<file path="src/sv/gpa_pkg.sv">
// Shared types, codes and constants for the GF(2) polynomial arithmetic unit.
package gpa_pkg;

	localparam int FIELD_W        = 32;
	localparam int POLY_WIDTH_DEF = 32;

	localparam logic [1:0] MODE_ADD = 2'd0;
	localparam logic [1:0] MODE_MUL = 2'd1;
	localparam logic [1:0] MODE_DIV = 2'd2;
	localparam logic [1:0] MODE_INV = 2'd3;

	typedef struct packed {
		logic [1:0]         mode;
		logic [FIELD_W-1:0] operand_a;
		logic [FIELD_W-1:0] operand_b;
	} in_req_t;

	typedef struct packed {
		logic [FIELD_W-1:0] primary_result;
		logic [FIELD_W-1:0] secondary_result;
		logic               divide_by_zero;
		logic               no_inverse;
	} out_req_t;

	typedef enum logic [2:0] {
		ST_IDLE,
		ST_START,
		ST_SETUP,
		ST_NORM,
		ST_DIV,
		ST_UPDATE,
		ST_DONE
	} state_t;

	typedef struct packed {
		logic load;
		logic setup;
		logic norm_shift;
		logic div_step;
		logic update;
		logic capture;
	} dp_cmd_t;

	typedef struct packed {
		logic [1:0] mode;
		logic       dsh_msb;
		logic       cnt_zero;
		logic       div_zero;
		logic       euclid_more;
	} dp_status_t;

endpackage

</file>
<file path="src/sv/gf2_poly_arith_unit.sv">
// Top level of the GF(2) polynomial add, multiply, divide and inverse unit.
//
//   channel | direction | handshake           | payload
//   in      | input     | in_valid / in_ready   | in_req_t  (mode, operand_a, operand_b)
//   out     | output    | out_valid / out_ready | out_req_t (results and flags)
//
// One request at a time. A divide runs normalize shifts, then one quotient bit a
// cycle; a zero divisor skips both. An inverse runs up to W+2 Euclid passes,
// W = POLY_WIDTH. The single shift-and-xor engine serves multiply, divide, inverse.
// Reset clears the controller and the output valid; no clearing pass.
// A new request is taken while a finished result waits in the output register.
module gf2_poly_arith_unit
	import gpa_pkg::*;
#(
	parameter int POLY_WIDTH = POLY_WIDTH_DEF
) (
	input  logic     clk,
	input  logic     arst_n,
	input  logic     in_valid,
	output logic     in_ready,
	input  in_req_t  in_data,
	output logic     out_valid,
	input  logic     out_ready,
	output out_req_t out_data
);

	dp_cmd_t    cmd;
	dp_status_t status;

	gpa_ctrl u_ctrl (
		.clk       (clk),
		.arst_n    (arst_n),
		.in_valid  (in_valid),
		.in_ready  (in_ready),
		.out_valid (out_valid),
		.out_ready (out_ready),
		.status    (status),
		.cmd       (cmd)
	);

	gpa_datapath #(
		.POLY_WIDTH (POLY_WIDTH)
	) u_datapath (
		.clk      (clk),
		.in_data  (in_data),
		.cmd      (cmd),
		.status   (status),
		.out_data (out_data)
	);

endmodule

</file>
<file path="src/sv/gpa_datapath.sv">
// Datapath: shift-and-xor division/multiply engine with Euclid coefficient tracking.
module gpa_datapath
	import gpa_pkg::*;
#(
	parameter int POLY_WIDTH = POLY_WIDTH_DEF
) (
	input  logic       clk,
	input  in_req_t    in_data,
	input  dp_cmd_t    cmd,
	output dp_status_t status,
	output out_req_t   out_data
);

	localparam int W     = POLY_WIDTH;
	localparam int CNT_W = $clog2(W);
	localparam int GRD_W = $clog2(W + 3);
	localparam logic [W-1:0] MSB_ONE = {1'b1, {(W-1){1'b0}}};
	localparam logic [W-1:0] ONE_W   = {{(W-1){1'b0}}, 1'b1};

	logic [1:0]       mode_q;
	logic [W-1:0]     rem_q;
	logic [W-1:0]     div_q;
	logic [W-1:0]     dsh_q;
	logic [W-1:0]     top_q;
	logic [W-1:0]     quo_q;
	logic [W-1:0]     tacc_q;
	logic [W-1:0]     t1_q;
	logic [W-1:0]     t2_q;
	logic [CNT_W-1:0] cnt_q;
	logic [GRD_W-1:0] guard_q;
	out_req_t         res_q;

	logic [W-1:0] a_w;
	logic [W-1:0] b_w;
	logic         hit;
	out_req_t     res_d;

	assign a_w = W'(in_data.operand_a);
	assign b_w = W'(in_data.operand_b);
	// Coefficient of the current leading position of the remainder
	assign hit = |(rem_q & top_q);

	always_ff @(posedge clk) begin
		if (cmd.load) begin
			mode_q <= in_data.mode;
			case (in_data.mode)
				MODE_ADD: begin
					tacc_q <= a_w ^ b_w;
				end
				MODE_MUL: begin
					// multiply runs on the divide step with a zero divisor
					rem_q  <= b_w;
					t2_q   <= a_w;
					tacc_q <= '0;
					top_q  <= MSB_ONE;
					dsh_q  <= '0;
					quo_q  <= '0;
					cnt_q  <= CNT_W'(W - 1);
				end
				MODE_DIV: begin
					rem_q <= a_w;
					div_q <= b_w;
				end
				default: begin
					rem_q   <= b_w;
					div_q   <= a_w;
					t1_q    <= '0;
					t2_q    <= ONE_W;
					guard_q <= '0;
				end
			endcase
		end
		if (cmd.setup) begin
			dsh_q  <= div_q;
			top_q  <= MSB_ONE;
			cnt_q  <= '0;
			quo_q  <= '0;
			tacc_q <= '0;
		end
		if (cmd.norm_shift) begin
			dsh_q <= dsh_q << 1;
			cnt_q <= cnt_q + 1'b1;
		end
		if (cmd.div_step) begin
			quo_q  <= {quo_q[W-2:0], hit};
			rem_q  <= rem_q ^ (hit ? dsh_q : '0);
			tacc_q <= {tacc_q[W-2:0], 1'b0} ^ (hit ? t2_q : '0);
			dsh_q  <= dsh_q >> 1;
			top_q  <= top_q >> 1;
			cnt_q  <= cnt_q - 1'b1;
		end
		if (cmd.update) begin
			rem_q   <= div_q;
			div_q   <= rem_q;
			t1_q    <= t2_q;
			t2_q    <= t1_q ^ tacc_q;
			guard_q <= guard_q + 1'b1;
		end
		if (cmd.capture) begin
			res_q <= res_d;
		end
	end

	always_comb begin
		res_d = '0;
		case (mode_q)
			MODE_ADD, MODE_MUL: begin
				res_d.primary_result = FIELD_W'(tacc_q);
			end
			MODE_DIV: begin
				res_d.primary_result   = FIELD_W'(quo_q);
				res_d.secondary_result = FIELD_W'(rem_q);
				res_d.divide_by_zero   = (div_q == '0);
			end
			default: begin
				res_d.primary_result   = FIELD_W'(t1_q);
				res_d.secondary_result = FIELD_W'(rem_q);
				res_d.no_inverse       = (rem_q != ONE_W);
			end
		endcase
	end

	assign status.mode        = mode_q;
	assign status.dsh_msb     = dsh_q[W-1];
	assign status.cnt_zero    = (cnt_q == '0);
	assign status.div_zero    = (div_q == '0);
	assign status.euclid_more = (div_q != '0) && (guard_q <= GRD_W'(W + 1));
	assign out_data           = res_q;

endmodule

</file>
<file path="src/sv/gpa_ctrl.sv">
// Controller: sequences load, normalize, divide and Euclid update steps.
module gpa_ctrl
	import gpa_pkg::*;
(
	input  logic       clk,
	input  logic       arst_n,
	input  logic       in_valid,
	output logic       in_ready,
	output logic       out_valid,
	input  logic       out_ready,
	input  dp_status_t status,
	output dp_cmd_t    cmd
);

	state_t state_q;
	state_t state_d;
	logic   out_valid_q;
	logic   slot_free;

	// result register may be refilled when empty or being drained this cycle
	assign slot_free = !out_valid_q || out_ready;

	always_ff @(posedge clk or negedge arst_n) begin
		if (!arst_n) begin
			state_q     <= ST_IDLE;
			out_valid_q <= 1'b0;
		end else begin
			state_q <= state_d;
			if (cmd.capture) begin
				out_valid_q <= 1'b1;
			end else if (out_ready) begin
				out_valid_q <= 1'b0;
			end
		end
	end

	always_comb begin
		state_d = state_q;
		case (state_q)
			ST_IDLE: begin
				if (in_valid) begin
					state_d = ST_START;
				end
			end
			ST_START: begin
				case (status.mode)
					MODE_ADD: state_d = ST_DONE;
					MODE_MUL: state_d = ST_DIV;
					default:  state_d = ST_SETUP;
				endcase
			end
			ST_SETUP: begin
				if (status.mode == MODE_DIV) begin
					state_d = status.div_zero ? ST_DONE : ST_NORM;
				end else begin
					state_d = status.euclid_more ? ST_NORM : ST_DONE;
				end
			end
			ST_NORM: begin
				if (status.dsh_msb) begin
					state_d = ST_DIV;
				end
			end
			ST_DIV: begin
				if (status.cnt_zero) begin
					state_d = (status.mode == MODE_INV) ? ST_UPDATE : ST_DONE;
				end
			end
			ST_UPDATE: begin
				state_d = ST_SETUP;
			end
			ST_DONE: begin
				if (slot_free) begin
					state_d = ST_IDLE;
				end
			end
			default: begin
				state_d = ST_IDLE;
			end
		endcase
	end

	always_comb begin
		cmd      = '0;
		in_ready = 1'b0;
		case (state_q)
			ST_IDLE: begin
				in_ready = 1'b1;
				cmd.load = in_valid;
			end
			ST_SETUP: begin
				cmd.setup = 1'b1;
			end
			ST_NORM: begin
				cmd.norm_shift = !status.dsh_msb;
			end
			ST_DIV: begin
				cmd.div_step = 1'b1;
			end
			ST_UPDATE: begin
				cmd.update = 1'b1;
			end
			ST_DONE: begin
				cmd.capture = slot_free;
			end
			default: begin
				cmd = '0;
			end
		endcase
	end

	assign out_valid = out_valid_q;

endmodule
</file>
<file path="config.mk">
export PLATFORM = sky130hd
export DESIGN_NAME = gf2_poly_arith_unit
export DESIGN_NICKNAME = d
export VERILOG_FILES = /design/src/sv/gpa_pkg.sv /design/src/sv/gf2_poly_arith_unit.sv /design/src/sv/gpa_datapath.sv /design/src/sv/gpa_ctrl.sv
export SDC_FILE = /design/constraint.sdc
export NUM_CORES = 1
export LEC_CHECK = 0
export BUFFER_PORTS_ARGS = -buffer_cell sky130_fd_sc_hd__buf_4
export CAP_MARGIN = 5
export CORE_UTILIZATION = 40
export CTS_BUF_LIST = sky130_fd_sc_hd__clkbuf_8
export DETAILED_ROUTE_END_ITERATION = 7
export GPL_TIMING_DRIVEN = 0
export PLACE_DENSITY = 0.69
export SLEW_MARGIN = 20
export SYNTH_ARGS = -nofsm -noshare
export SYNTH_HDL_FRONTEND = slang
export SYNTH_SLANG_ARGS = --single-unit
</file>
<file path="constraint.sdc">
create_clock -name clk -period 10 [get_ports clk]
set_input_delay 1.5 -clock clk [delete_from_list [all_inputs] [get_ports clk]]
set_output_delay 1.5 -clock clk [all_outputs]
set_load 0.02 [all_outputs]
</file>
# == After elaboration in Yosys (flattened, before gate mapping) ==
# Index checks and enable logic that the tools add are counted.
# W data, S select, Z words.
# classes
add_sub_neg,3
reduce_logical,38
bitwise_logic,5
magnitude_cmp,1
n_mux,58
eq_ne,20
# op_table
operator,n
$mux W32,24
$pmux W32 S2,5
$xor A32 B32 Y32,4
$mux W31,2
$and A32 B32 Y32,1
$logic_not A32 Y1,1
$ne A32 B1 Y1 const B,1
$reduce_bool A32 Y1,1
$reduce_or A32 Y1,1
$mux W5,5
$mux W3,7
$pmux W3 S7,1
$mux W6,3
$reduce_and A2 Y1,9
$reduce_bool A3 Y1,5
$reduce_bool A4 Y1,3
$ne A2 B1 Y1 const B,5
$eq A3 B3 Y1 const B,3
$mux W1,9
$reduce_bool A2 Y1,4
$add A6 B1 Y6 const B,1
$eq A2 B2 Y1 const B,3
$eq A3 B2 Y1 const B,2
$le A6 B6 Y1 const B,1
17 further kinds,24
# word_totals
input_bits,70
word_cells,144
register_bits,339
output_inout_bits,68

# == Logic depth before layout (Yosys ltp) ==
# logic_depth
depth_word,6
mapped_depth,8
mapped_depth_nobuf,7

# == Cells and area by module ==
# A second synthesis with hierarchy kept.
# hier_totals
cells_unflattened,1605
area_unflattened_um2,17621.9
# modules_own_cells
module,area_per_inst_um2,seq_area_each_um2,instances,cells_each
gpa_datapath,17246.5,10039.6,1,1561
gpa_ctrl,375.4,100.1,1,44

# == Worst setup path before layout ==
# Ideal clock, no wire load.
# synth_timing
kind,input port to flip-flop
start,in out_ready
end,reg u_datapath.res_q (netlist bit u_datapath.out_data[0]) (enable)
required_ns,9.502
slack_ns,4.929
path_buffers,0
stages,2
t_arrival_ns,4.573
setup_ns,0.498
cell_sequence,nand2b_1 -> nor2b_1
# synth_rtl
item,line,source
start: declaration,gf2_poly_arith_unit.sv:23,"input logic out_ready,"
end signal: assignment,gpa_datapath.sv:100,res_q <= res_d;
end: declaration,gpa_datapath.sv:31,out_req_t res_q;

# == Worst setup path after layout ==
# layout_timing
start,reg u_ctrl.state_q[0]
end,reg u_datapath.rem_q[16] (enable)
# layout_via
elab_chain_len,4
elab_cells_between_ends,9
classes_between,eq/ne: 3; mux: 3; reduce/logical: 3
# layout_lines
item,line,source
start: declaration,gpa_ctrl.sv:15,state_t state_q;
start signal: assignment,gpa_ctrl.sv:28,state_q <= state_d;
$eq A3 B3 Y1 / $logic_not A3 Y1 (equally long branches),gpa_ctrl.sv:86,case (state_q)
$mux W1,gpa_ctrl.sv:86,
$ne A3 B3 Y1 (no source line) / $reduce_bool A3 Y1 (equally long branches),n/a,
$reduce_and A2 Y1 (no source line) *,n/a,
end signal: assignment,gpa_datapath.sv:65,rem_q <= b_w;
end signal: assignment,gpa_datapath.sv:86,rem_q <= rem_q ^ (hit ? dsh_q : '0);
end signal: assignment,gpa_datapath.sv:93,rem_q <= div_q;
end: declaration,gpa_datapath.sv:21,logic [W-1:0] rem_q;
# Mark *: on every way between the ends. The rest lies on a longest branch, timed or not.
# A chain may end at the register's enable or synchronous reset.

==> out/qor.txt <==
Grt ovf: 0
Tot GR Track Use: 25.4%
Status: finished, violations left
Top_reg_cell synth: edfxtp_1
Post-cts sizing count: 0
Clock sinks: 339
Number of flops mapped to enable cells by yosys: 333
Clock Skew: 0.0324 ns
Synthesized area: 17700 sq um
Peak Freq: 278 MHz
1st-iter DRT viols: 1995
Min-Delay Path Class: reg2reg
Pwr per Cell Area: 301 nW/um^2
Worst setup path class: reg2reg
Adder-cell share of the synthesized area: 0.423%
Row count: 76
Synth-to-Final Area Change: 17.3%
Area of the die: 45200 sq um
Register area share after synthesis: 57.2%
ANT cells: 0
Vias: 14700
CTS Buf Count: 61
I/O pin count: 138
Peak supply drop: 129 uV
Post-synthesis mux area share: 5.86%
Final #Nets: 1975
Height of the die: 213 um
Post-synthesis cell type count: 45
Routed Antenna Nets: 0
Largest net degree at the start of global routing: 33
Clock insertion delay at the later pin of the skew report: 0.68 ns
Final core utilization: 48.0%
Post-synthesis compound-gate area fraction: 10.6%
Post CTS Setup Buffer Count: 0
Failing checks: DRC
Slew at the pin with the worst max-slew slack: 1.11 ns
Die W: 213 um
Post-synthesis simple-gate area fraction: 17.5%
First-pass GRT wire length: 85.4 mm
DRC Markers: 1
# H-tree levels: 2
DP HPWL: 41.8 mm
Part of the cycle the worst path needs: 36.0%
RSZ-0062 raised after global routing: false
Slew headroom: 25.2%
Leakage Power: 7.81 nW
Syn nets: 1764
Largest family of logic cells by synthesized area: simple AND/OR/NAND/NOR gates
Asr flop ratio synth: 1.18%
Core area: 43400 sq um
Final hold vios: 0
Worst-path fanout max: 14
Syn Area/Cell: 10.5 sq um
Share of layout cells above drive strength 1: 15.2%
Post-Synthesis Cells: 1688
Longest Clk Path Bufs: 3
Max-Cap Viols: 0
Initial antenna violation count: 0
Initial core utilization: 40.9%
CTS tree: yes
Final setup vio count: 0
Minimum clock period: 3.60 ns
Startpoint types: register
Setup TNS: 0 ns
Vias in the first global route: 14300
Data arrival, critical path: 4.03 ns
Synth Register Bits: 339
Max Slew Vio Count: 0
Clk root buf: clkbuf_8
Post-Route WL: 57.0 mm
Routed len/inst: 22.5 um
Port bufs: 137
Endpoint class of the critical path: register
Via density: 5.81
Placer Congestion: 0.918
Ys Warns: 0
XOR/XNOR Fraction of Synth Area: 3.56%
# hold bufs at CTS: 0
Clk pin slew, worst setup/hold paths: 0.06 ns
First-pass DRT Iterations: 8
Data required time of the worst path: 10.43 ns
layer usage:
metal  vias to the layer above  track usage, %  share of wire [%]
met3                       132            6.20                 11
met2                       825            38.9                 45
li1                       6503               -                  -
met1                      7227            34.7                 41
met5                         -               0                  0
met4                         0            9.35                3.3
cell usage after synthesis, types with 2 or more instances:
cell	n	area (sq um)
dfrtp_1	4	100
a211o_1	2	17.5
nor4_1	16	100
nand3_1	41	205
buf_1	13	48.8
a31oi_1	128	801
or3_2	21	158
nand2b_1	6	37.5
ha_1	6	75.1
inv_1	101	379
nand2_1	269	1010
a21oi_1	68	340
o22ai_1	3	18.8
o21ai_0	40	200
mux2i_1	33	330
buf_6	6	67.6
mux2_2	33	372
a21o_1	2	15.0
nor3b_2	2	25.0
nor3_1	4	20.0
mux2_1	30	338
nor2b_1	4	25.0
xor2_1	4	35.0
edfxtp_1	333	10000
a222oi_1	30	300
or3_1	45	282
and2_1	93	582
nor2_1	148	556
and3_1	2	12.5
nand4_1	9	56.3
xnor2_1	68	596
clkbuf_1	89	334
a22oi_1	17	128
dfxtp_1	2	40.0
buf_2	6	30.0
cells in the final DEF (no fill, tap or decap), types with 9 or more instances in the layout:
cell type,count
a21oi_1,68
a222oi_1,30
a22oi_1,17
a31oi_1,128
and2_1,93
buf_1,13
buf_4,137
buf_6,9
clkbuf_1,89
clkbuf_8,61
clkinv_1,11
edfxtp_1,333
inv_1,130
mux2_1,30
mux2_2,33
mux2i_1,33
nand2_1,265
nand3_1,40
nand4_1,9
nor2_1,148
nor4_1,16
o21ai_0,39
or3_1,45
or3_2,21
xnor2_1,68
power by group:
group	total (W)	leakage [nW]	internal, W	switching, W
logic	0.00214	3.95	0.000748	0.00139
registers	0.00293	3.22	0.00239	0.000544
clock network	0.00120	0.646	0.000590	0.000610
logic make-up (layout without fill, tap and decap cells):
| group | Yosys count | after routing |
|---|---|---|
| adder cells (fa/ha/maj) | 6 | 6 |
| AO/OA/AOI/OAI | 297 | 297 |
| multiplexers | 96 | 96 |
| flip-flops | 339 | 339 |
| XOR/XNOR | 72 | 72 |
| AND/OR/NAND/NOR | 663 | 663 |
| buffers and inverters | 215 | 472 |
state kept, by name, summed over array words and instances, names as in the netlist, 6 cells and up:
register / cells
u_datapath.top_q: 32
u_datapath.tacc_q: 32
u_datapath.div_q: 32
u_datapath.t1_q: 32
u_datapath.out_data: 66
u_datapath.rem_q: 32
u_datapath.dsh_q: 32
u_datapath.quo_q: 32
u_datapath.t2_q: 32
u_datapath.guard_q: 6
critical path, stage by stage (launching register included):
cell      delay, ns
dfrtp_1        0.32
clkbuf_1       0.30
inv_1          0.23
nand3_1        0.63
clkbuf_1       0.38
buf_2          0.36
nand4_1        0.55
buf_6          0.38
buf_6          0.17
final timing paths:
path / start / end / slack [ns] / cells past startpoint
max: u_ctrl.state_q[0]$_DFFE_PN0P_ / u_datapath.rem_q[16]$_DFFE_PP_ / 6.40 / 8
min: u_datapath.top_q[31]$_SDFFE_PP0P_ / u_datapath.top_q[31]$_SDFFE_PP0P_ / 0.48 / 2
max reg2reg: u_ctrl.state_q[0]$_DFFE_PN0P_ / u_datapath.rem_q[16]$_DFFE_PP_ / 6.40 / 8
min reg2reg: u_datapath.top_q[31]$_SDFFE_PP0P_ / u_datapath.top_q[31]$_SDFFE_PP0P_ / 0.48 / 2
max in group asynchronous: arst_n / u_ctrl.state_q[0]$_DFFE_PN0P_ / 9.29 / 1
min in group asynchronous: arst_n / u_ctrl.out_valid$_DFFE_PN0P_ / 0.61 / 1
area by class of cell:
class                      count  area, sq um
fill                        4145        22600
timing repair buffer         148         1240
tap                          585          732
inverter                     101          379
multi-input combinational   1134         6780
clock buffer                  61          840
sequential                   339        10100
buffer                       114          480
clock inverter                48          228
stage by stage:
step | setup WS (ns) | cells | area [sq um] | hold WS, ns | power, W
global placement | 3.17 | 2410 | 19500 | 0.470 | 0.00493
global route | 6.28 | 2530 | 20800 | 0.525 | 0.00659
finish | 6.40 | 2530 | 20800 | 0.478 | 0.00627
CTS | 6.48 | 2530 | 20800 | 0.476 | 0.00625
floorplan | 4.93 | 1688 | 17700 | 0.446 | 0.00408
detailed placement | 6.22 | 2421 | 19700 | 0.465 | 0.00504
Power figures use the tool's default switching activity.
